[src/hw/rtl/sfp_pkg.sv]
// ----------------------------------------------------------------------------
// Sensor frame parser package
// Shared types and constants of the frame parser and its burst unit.
// ----------------------------------------------------------------------------
package sfp_pkg;

	// Fixed field widths of the result beat.
	localparam int BYTE_W    = 8;
	localparam int LEN_W     = 7;
	localparam int IDX_W     = 6;
	localparam int CFG_IDX_W = 1;

	// Register indexes of the configuration port.
	localparam logic [CFG_IDX_W-1:0] CFG_HEAD_BYTE   = 1'd0;
	localparam logic [CFG_IDX_W-1:0] CFG_MAX_PAYLOAD = 1'd1;

	// Parser phases, one per byte position of a frame.
	typedef enum logic [2:0] {
		PH_HUNT = 3'd0,
		PH_DEV  = 3'd1,
		PH_SYS  = 3'd2,
		PH_MSG  = 3'd3,
		PH_SEQ  = 3'd4,
		PH_LEN  = 3'd5,
		PH_DATA = 3'd6,
		PH_SUM  = 3'd7
	} phase_t;

	// Command from the parser that starts a result burst.
	typedef struct packed {
		logic             start;
		logic [LEN_W-1:0] length;
	} sfp_burst_cmd_t;

	// Per-beat part of a result.
	typedef struct packed {
		logic [IDX_W-1:0]  index;
		logic [BYTE_W-1:0] data;
		logic              has_payload;
		logic              last;
	} sfp_result_t;

endpackage

[src/hw/rtl/sfp_burst.sv]
// ----------------------------------------------------------------------------
// Frame parser payload buffer and burst reader
// Holds the payload bytes of the current frame in a synchronous memory and,
// on command, reads them back in order into a two-entry output queue.
// ----------------------------------------------------------------------------
module sfp_burst import sfp_pkg::*; #(
	parameter int MAX_PAYLOAD_BYTES = 64,
	localparam int AW = (MAX_PAYLOAD_BYTES > 1) ? $clog2(MAX_PAYLOAD_BYTES) : 1
) (
	input  logic                  clk,
	input  logic                  arst_n,
	input  logic                  wr_en,
	input  logic [AW-1:0]         wr_addr,
	input  logic [BYTE_W-1:0]     wr_data,
	input  sfp_burst_cmd_t        cmd,
	output logic                  busy,
	output logic                  out_valid,
	input  logic                  out_ready,
	output sfp_result_t           res
);

	logic [BYTE_W-1:0] mem [MAX_PAYLOAD_BYTES];

	logic              active_q;
	logic              has_q;
	logic [LEN_W-1:0]  rd_idx_q;
	logic [LEN_W-1:0]  count_q;
	logic              pend_s1;
	logic [IDX_W-1:0]  idx_s1;
	logic              has_s1;
	logic              last_s1;
	logic [BYTE_W-1:0] rd_data_s1;
	logic              out_v_q;
	logic              sp_v_q;
	sfp_result_t       out_q;
	sfp_result_t       sp_q;
	sfp_result_t       land;
	logic              pop;
	logic [1:0]        occ_after;
	logic              issue;
	logic              issue_last;

	// Write port, used while payload bytes arrive.
	always_ff @(posedge clk) begin
		if (wr_en) begin
			mem[wr_addr] <= wr_data;
		end
	end

	// Read port with registered data.
	always_ff @(posedge clk) begin
		if (issue) begin
			rd_data_s1 <= mem[rd_idx_q[AW-1:0]];
		end
	end

	// A read is issued only when its beat is sure to find room in the queue.
	assign pop        = out_v_q && out_ready;
	assign occ_after  = 2'({1'b0, out_v_q}) + 2'({1'b0, sp_v_q}) + 2'({1'b0, pend_s1})
		- 2'({1'b0, pop});
	assign issue      = active_q && (occ_after < 2'd2);
	assign issue_last = (rd_idx_q + LEN_W'(1)) == count_q;

	// Read sequencer.
	always_ff @(posedge clk or negedge arst_n) begin
		if (!arst_n) begin
			active_q <= 1'b0;
			has_q    <= 1'b0;
			rd_idx_q <= '0;
			count_q  <= '0;
			pend_s1  <= 1'b0;
		end else begin
			pend_s1 <= issue;
			if (cmd.start) begin
				active_q <= 1'b1;
				rd_idx_q <= '0;
				has_q    <= (cmd.length != '0);
				count_q  <= (cmd.length == '0) ? LEN_W'(1) : cmd.length;
			end else if (issue) begin
				rd_idx_q <= rd_idx_q + LEN_W'(1);
				if (issue_last) begin
					active_q <= 1'b0;
				end
			end
		end
	end

	// Beat details travel alongside the memory read.
	always_ff @(posedge clk) begin
		if (issue) begin
			idx_s1  <= rd_idx_q[IDX_W-1:0];
			has_s1  <= has_q;
			last_s1 <= issue_last;
		end
	end

	// An empty frame reads as zero index and zero data.
	always_comb begin
		land.index       = has_s1 ? idx_s1 : '0;
		land.data        = has_s1 ? rd_data_s1 : '0;
		land.has_payload = has_s1;
		land.last        = last_s1;
	end

	// Output register with a spare entry behind it.
	always_ff @(posedge clk or negedge arst_n) begin
		if (!arst_n) begin
			out_v_q <= 1'b0;
			sp_v_q  <= 1'b0;
		end else begin
			if (pop || !out_v_q) begin
				if (sp_v_q) begin
					out_v_q <= 1'b1;
					sp_v_q  <= pend_s1;
				end else begin
					out_v_q <= pend_s1;
				end
			end else if (pend_s1) begin
				sp_v_q <= 1'b1;
			end
		end
	end

	always_ff @(posedge clk) begin
		if (pop || !out_v_q) begin
			if (sp_v_q) begin
				out_q <= sp_q;
				if (pend_s1) begin
					sp_q <= land;
				end
			end else if (pend_s1) begin
				out_q <= land;
			end
		end else if (pend_s1) begin
			sp_q <= land;
		end
	end

	assign out_valid = out_v_q;
	assign res       = out_q;
	assign busy      = active_q || pend_s1 || out_v_q || sp_v_q;

	// The spare entry is only ever filled behind a held output beat.
	a_spare_behind_out: assert property (@(posedge clk) disable iff (!arst_n)
		sp_v_q |-> out_v_q)
		else $error("spare entry valid with empty output register");

	// A landing read never finds both entries taken.
	a_no_overflow: assert property (@(posedge clk) disable iff (!arst_n)
		!(pend_s1 && sp_v_q && out_v_q && !pop))
		else $error("read data landed on a full output queue");

	// A new burst starts only after the previous one has drained.
	a_start_idle: assert property (@(posedge clk) disable iff (!arst_n)
		cmd.start |-> !busy)
		else $error("burst started while busy");

endmodule

[src/hw/rtl/sensor_frame_parser.sv]
// ----------------------------------------------------------------------------
// Sensor frame parser
// Byte-serial frame parser with an additive 8-bit checksum and payload burst.
// ----------------------------------------------------------------------------
// The parser takes one received byte per cycle while it hunts for the head
// byte and collects the four header bytes, the length and the payload. Payload
// bytes go into a single-port-write, registered-read memory. When the checksum
// byte matches, input stalls while the buffer is read back: a frame of L
// payload bytes yields L result beats (one beat for an empty frame), one per
// cycle while the sink is ready, the first one following the checksum beat
// through the read sequencer, the memory read and the output register.
// Input is held off after the checksum beat until the last result beat has
// been taken. A bad checksum or an over-long length costs nothing beyond
// its own byte. Configuration is always accepted.
module sensor_frame_parser import sfp_pkg::*; #(
	parameter int MAX_PAYLOAD_BYTES = 64
) (
	input  logic                 clk,
	input  logic                 arst_n,
	input  logic                 cfg_valid,
	output logic                 cfg_ready,
	input  logic [CFG_IDX_W-1:0] cfg_index,
	input  logic [BYTE_W-1:0]    cfg_data,
	input  logic                 in_valid,
	output logic                 in_ready,
	input  logic [BYTE_W-1:0]    rx_byte,
	output logic                 out_valid,
	input  logic                 out_ready,
	output logic [BYTE_W-1:0]    device_id,
	output logic [BYTE_W-1:0]    system_id,
	output logic [BYTE_W-1:0]    message_id,
	output logic [BYTE_W-1:0]    sequence_res,
	output logic [LEN_W-1:0]     payload_length,
	output logic [IDX_W-1:0]     byte_index,
	output logic [BYTE_W-1:0]    payload_byte,
	output logic                 has_payload,
	output logic                 last
);

	localparam int AW = (MAX_PAYLOAD_BYTES > 1) ? $clog2(MAX_PAYLOAD_BYTES) : 1;
	localparam logic [LEN_W-1:0] MAX_LEN = LEN_W'(MAX_PAYLOAD_BYTES);

	phase_t            phase_q;
	phase_t            phase_d;
	logic [BYTE_W-1:0] head_byte_q;
	logic [LEN_W-1:0]  max_payload_q;
	logic [BYTE_W-1:0] hdr_device_q;
	logic [BYTE_W-1:0] hdr_system_q;
	logic [BYTE_W-1:0] hdr_message_q;
	logic [BYTE_W-1:0] hdr_sequence_q;
	logic [LEN_W-1:0]  frame_length_q;
	logic [LEN_W-1:0]  payload_count_q;
	logic [BYTE_W-1:0] running_sum_q;
	logic [LEN_W-1:0]  limit;
	logic [LEN_W-1:0]  count_inc;
	logic              in_fire;
	logic              len_too_long;
	logic              data_done;
	logic              sum_match;
	logic              burst_busy;
	logic              wr_en;
	sfp_burst_cmd_t    cmd;
	sfp_result_t       res;

	// Configuration registers.
	assign cfg_ready = 1'b1;

	always_ff @(posedge clk or negedge arst_n) begin
		if (!arst_n) begin
			head_byte_q   <= BYTE_W'(239);
			max_payload_q <= LEN_W'(64);
		end else if (cfg_valid) begin
			unique case (cfg_index)
				CFG_HEAD_BYTE:   head_byte_q   <= cfg_data;
				CFG_MAX_PAYLOAD: max_payload_q <= cfg_data[LEN_W-1:0];
				default:         ;
			endcase
		end
	end

	// Input handshake and per-byte decisions.
	assign in_ready     = !burst_busy;
	assign in_fire      = in_valid && in_ready;
	assign limit        = (max_payload_q > MAX_LEN) ? MAX_LEN : max_payload_q;
	assign len_too_long = rx_byte > {1'b0, limit};
	assign count_inc    = payload_count_q + LEN_W'(1);
	assign data_done    = count_inc >= frame_length_q;
	assign sum_match    = rx_byte == running_sum_q;

	// Next phase.
	always_comb begin
		phase_d = phase_q;
		if (in_fire) begin
			unique case (phase_q)
				PH_HUNT: phase_d = (rx_byte == head_byte_q) ? PH_DEV : PH_HUNT;
				PH_DEV:  phase_d = PH_SYS;
				PH_SYS:  phase_d = PH_MSG;
				PH_MSG:  phase_d = PH_SEQ;
				PH_SEQ:  phase_d = PH_LEN;
				PH_LEN: begin
					if (rx_byte == '0) begin
						phase_d = PH_SUM;
					end else if (len_too_long) begin
						phase_d = PH_HUNT;
					end else begin
						phase_d = PH_DATA;
					end
				end
				PH_DATA: phase_d = data_done ? PH_SUM : PH_DATA;
				PH_SUM:  phase_d = PH_HUNT;
				default: phase_d = PH_HUNT;
			endcase
		end
	end

	// Phase outputs: buffer write and burst start.
	always_comb begin
		wr_en      = 1'b0;
		cmd.start  = 1'b0;
		cmd.length = frame_length_q;
		unique case (phase_q)
			PH_DATA: wr_en     = in_fire;
			PH_SUM:  cmd.start = in_fire && sum_match;
			default: ;
		endcase
	end

	always_ff @(posedge clk or negedge arst_n) begin
		if (!arst_n) begin
			phase_q <= PH_HUNT;
		end else begin
			phase_q <= phase_d;
		end
	end

	// Header capture, length, payload count and running checksum.
	always_ff @(posedge clk or negedge arst_n) begin
		if (!arst_n) begin
			hdr_device_q    <= '0;
			hdr_system_q    <= '0;
			hdr_message_q   <= '0;
			hdr_sequence_q  <= '0;
			frame_length_q  <= '0;
			payload_count_q <= '0;
			running_sum_q   <= '0;
		end else if (in_fire) begin
			case (phase_q)
				PH_HUNT: begin
					if (rx_byte == head_byte_q) begin
						running_sum_q   <= rx_byte;
						payload_count_q <= '0;
					end
				end
				PH_DEV: begin
					hdr_device_q  <= rx_byte;
					running_sum_q <= running_sum_q + rx_byte;
				end
				PH_SYS: begin
					hdr_system_q  <= rx_byte;
					running_sum_q <= running_sum_q + rx_byte;
				end
				PH_MSG: begin
					hdr_message_q <= rx_byte;
					running_sum_q <= running_sum_q + rx_byte;
				end
				PH_SEQ: begin
					hdr_sequence_q <= rx_byte;
					running_sum_q  <= running_sum_q + rx_byte;
				end
				PH_LEN: begin
					if (rx_byte == '0 || !len_too_long) begin
						frame_length_q  <= rx_byte[LEN_W-1:0];
						payload_count_q <= '0;
						running_sum_q   <= running_sum_q + rx_byte;
					end
				end
				PH_DATA: begin
					running_sum_q   <= running_sum_q + rx_byte;
					payload_count_q <= data_done ? '0 : count_inc;
				end
				default: ;
			endcase
		end
	end

	sfp_burst #(
		.MAX_PAYLOAD_BYTES(MAX_PAYLOAD_BYTES)
	) u_burst (
		.clk       (clk),
		.arst_n    (arst_n),
		.wr_en     (wr_en),
		.wr_addr   (payload_count_q[AW-1:0]),
		.wr_data   (rx_byte),
		.cmd       (cmd),
		.busy      (burst_busy),
		.out_valid (out_valid),
		.out_ready (out_ready),
		.res       (res)
	);

	// Header fields stay put while the burst runs, since input is held off.
	assign device_id      = hdr_device_q;
	assign system_id      = hdr_system_q;
	assign message_id     = hdr_message_q;
	assign sequence_res   = hdr_sequence_q;
	assign payload_length = frame_length_q;
	assign byte_index     = res.index;
	assign payload_byte   = res.data;
	assign has_payload    = res.has_payload;
	assign last           = res.last;

	// While collecting payload the count stays below the frame length.
	a_count_in_frame: assert property (@(posedge clk) disable iff (!arst_n)
		(phase_q == PH_DATA) |-> (payload_count_q < frame_length_q))
		else $error("payload count ran past the frame length");

	// A stored payload length never exceeds the buffer.
	a_length_fits: assert property (@(posedge clk) disable iff (!arst_n)
		(phase_q == PH_DATA) |-> (frame_length_q <= MAX_LEN))
		else $error("frame length exceeds the payload buffer");

	// A good checksum beat always opens a burst.
	a_match_starts_burst: assert property (@(posedge clk) disable iff (!arst_n)
		(in_fire && phase_q == PH_SUM && sum_match) |=> (burst_busy && !in_ready))
		else $error("checksum match did not start a result burst");

endmodule

[config.mk]
export PLATFORM = sky130hd
export DESIGN_NAME = sensor_frame_parser
export DESIGN_NICKNAME = d
export VERILOG_FILES = /design/src/hw/rtl/sfp_pkg.sv /design/src/hw/rtl/sfp_burst.sv /design/src/hw/rtl/sensor_frame_parser.sv
export SDC_FILE = /design/constraint.sdc
export NUM_CORES = 1
export LEC_CHECK = 0
export ABC_AREA = 1
export BUFFER_PORTS_ARGS = -buffer_cell sky130_fd_sc_hd__clkbuf_2
export CAP_MARGIN = 0
export CORE_MARGIN = 4
export CORE_UTILIZATION = 25
export DETAILED_ROUTE_END_ITERATION = 7
export HOLD_SLACK_MARGIN = 0.15
export PLACE_DENSITY = 0.43
export SKIP_CTS_REPAIR_TIMING = 1
export SLEW_MARGIN = 10
export SYNTH_ARGS = -nofsm -noshare
export SYNTH_HDL_FRONTEND = slang
export SYNTH_SLANG_ARGS = --single-unit
[constraint.sdc]
create_clock -name clk -period 2.1 [get_ports clk]
set_clock_uncertainty 0.05 [all_clocks]
set_input_delay 0.21 -clock clk [delete_from_list [all_inputs] [get_ports clk]]
set_output_delay 0.21 -clock clk [all_outputs]
set_load 0.01 [all_outputs]
==> results.py <==
metrics = {
    "clock_tree": {
        "clk_path_buf_depth": 3,
        "cts.htree.levels": 3,
        "clk_pin_slew_worst_paths_ns": 0.06,
        "cts_tree": "done",
        "cts_inserted_buffers": 76,
        "clock-root-buffer": "clkbuf_16",
        "clkLatencyLatePin_ns": 0.63,
        "cts_num_sinks": 651,
    },
    "power": {
        "p_leak_nw": 14.47,
        "ir_drop_v": 0.0005627,
        "power_w": 0.03640,
        "p_per_area_mw_per_mm2": 965.5,
    },
    "critical_path": {
        "slowest_stage": "dfrtp_1",
        "path_delay_family": "simple AND/OR/NAND/NOR gates",
        "cp_num_buf_inv": 1,
        "critPathMaxFanout": 6,
        "path_cells": "nor4_1 -> nand2_1 -> nand2_2 -> nand2_2 -> ha_4 -> nand2_2 -> inv_2 -> nand3_4 -> nor2_4 -> nor2_4 -> nand2_4 -> nand2_4 -> nor2_2 -> o21ai_0",
        "end_kind": "flop",
        "arrival_ns": 2.73,
        "start_kind": "flop",
        "crit_type": "flop to flop",
        "cpMostUsedCell": "nand2_2",
        "cpPeakStageDelay_ns": 0.37,
        "cp_data_required_time_ns": 2.54,
    },
    "synth": {
        "yosysMostFrequentCell": "nand2_1",
        "syn_inst": 2616,
        "ys_top_cells_by_area": "edfxtp_1 60%, nand2_1 8.0%, dfrtp_1 7.4%, nand3_1 5.4%, nor2_1 4.0%",
        "synthesis.nets": 2664,
        "synth_top_cell_area_share_pct": 59.90,
        "syn_area_mm2": 0.02807,
        "ys_ff_latch": 651,
        "yosysWarnings": 0,
        "synth-main-ff-cell": "edfxtp_1",
        "synth-edff-count": 560,
        "synth_top_area_cell": "edfxtp_1",
        "ys_seq_area_share_pct": 68.05,
        "avgSynthCellArea_um2": 10.73,
        "synth_cell_types": 41,
        "synth_common_cells": "601 x nand2_1, 560 x edfxtp_1, 305 x nand3_1",
        "async_flop_share_pct": 13.98,
    },
    "detailed_routing": {
        "first_iter_violations": 1259,
        "drtAntennaViolNets": 0,
        "dr.pass1.iters": 5,
        "drc": 0,
        "num_vias": 20110,
        "viasPerCell": 4.438,
        "drt-total-wl_um": 89650,
        "wl_per_cell_um": 19.79,
    },
    "cells_and_area": {
        "finalNonFillerCells": 4531,
        "drive_gt1_share_pct": 27.31,
        "nets": 3032,
        "n_antenna_cell": 0,
        "syn_to_final_growth_pct": 34.29,
    },
    "place": {
        "port_buffers": 78,
        "hpwlAfterDp_um": 54330,
        "place_inst": 4307,
        "place_congestion": 0.7873,
    },
    "timing": {
        "worstMarginPinSlew_ns": 0.8168,
        "finalHoldViolCount": 0,
        "setup_viol": 44,
        "slew_headroom_pct": 45.37,
        "fmax_mhz": 437.2,
        "final.setup.worst_slack_ns": -0.1875,
        "finalCritPeriodShare_pct": 108.9,
        "min_period_ns": 2.287,
        "rsz0062_at_grt": "yes",
        "drv_slew": 0,
    },
    "grt": {
        "antenna_found_initial": 0,
        "grt_pass1_wl_um": 125900,
        "grt_max_degree": 66,
        "first_global_vias": 19530,
        "grt.total_usage_pct": 14.18,
        "overflow": 0,
    },
    "floorplanning": {
        "die_h_um": 343.1,
        "core-area_mm2": 0.1111,
        "io_pins": 80,
        "die_area_mm2": 0.1177,
        "start_util_pct": 25.26,
        "die_w_um": 343.1,
        "rows": 122,
    },
    "outcome": {
        "violations": "setup timing",
        "status": "finished, violations left",
    },
    "flow_run": {
        "cap_viol_max_count": 0,
    },
    "hold_path": {
        "hp-class": "input pin to async pin",
    },
}
[registers in the layout, indices dropped and copies added (netlist names), 8 cells and up]
signal and count:
u_burst.mem 512, u_burst.res 16, u_burst.sp_q 16, device_id 8
head_byte_q 8, message_id 8, running_sum_q 8, sequence_res 8
system_id 8, u_burst.rd_data_s1 8
[through the flow]
step	setup TNS [ns]	hold WS (ns)	utilization [%]	worst slack (ns)	area [µm²]
2_1_floorplan	-0.1670	-0.1356	-	-0.02814	28140
3_3_place_gp	-15.84	0.07378	29.00	-0.2862	32230
3_5_place_dp	-16.13	0.07555	29.00	-0.2912	32230
4_1_cts	-13.06	-0.5942	31.10	-0.3107	34560
5_1_grt	-36.10	0.1574	33.92	-0.3325	37700
6_report	-4.696	0.1327	33.92	-0.1875	37700
[cell usage in the layout, fill, tap and decap left out, types with 17 or more instances in the layout]
master	count
nand2_1	575
edfxtp_1	560
nor2_1	217
inv_1	193
nand3_1	193
o21ai_0	173
buf_4	167
nand3_2	101
clkbuf_16	90
buf_6	86
dfrtp_1	79
nor2_4	71
clkbuf_2	69
buf_12	50
o211ai_1	49
o21ai_1	34
nand4_1	24
nand2_2	22
dlygate4sd3_1	22
nand3_4	21
clkinv_1	19
nor2_2	19
clkbuf_1	17
buf_8	17
[cell families (layout without fill, tap and decap cells)]
family | count (synthesis) | count (layout) | share of synthesized area, %
compound gates | 291 | 291 | 5.656
xor+xnor | 16 | 16 | 0.4992
buf+inv | 354 | 780 | 5.313
fa+ha+maj | 26 | 26 | 1.186
other cells | 1 | 1 | 0.01336
simple gates | 1276 | 1277 | 19.24
mux | 1 | 1 | 0.04011
flops | 651 | 651 | 68.05
[layout make-up]
type / instances / area [µm²]
inverter: 214 / 824.5
tap: 1488 / 1862
timing repair inverter: 1 / 16.27
timing repair buffer: 428 / 4479
clock buffer: 99 / 2059
sequential: 651 / 19110
fill: 11360 / 73430
clock inverter: 38 / 272.8
multi-input combinational: 1612 / 9071
[worst min-delay path: stages]
cell and delay [ns]:
dlygate4sd3_1 0.53, buf_4 0.13, buf_4 0.33
[per-layer routing]
| metal | share of wire (%) | GRT usage (%) |
|---|---|---|
| met1 | 44 | 18.96 |
| met2 | 50 | 24.44 |
| met3 | 3.4 | 1.733 |
| met4 | 2.2 | 3.616 |
| met5 | 0 | 0 |
[final timing paths]
check                                 endpoint  slack (ns)              from  cells past startpoint
max in group asynchronous  u_burst.rd_idx_q[1]        0.62            arst_n                      3
min in group clk                    phase_q[1]        0.18          in_valid                      6
max                          payload_length[3]       -0.19  max_payload_q[4]                     14
min                         payload_count_q[0]        0.13            arst_n                      3
max reg2reg                  payload_length[3]       -0.19  max_payload_q[4]                     14
min reg2reg                    u_burst.sp_q[0]        0.43   u_burst.last_s1                      0
[power breakdown]
part	switching [W]	leakage, nW	internal, W
Sequential	0.000427	6.16	0.0147
Clock	0.00536	1.14	0.00717
Combinational	0.00524	7.17	0.00349
Total	0.0110	14.5	0.0254
No activity file was read; power rests on OpenSTA's default activity.
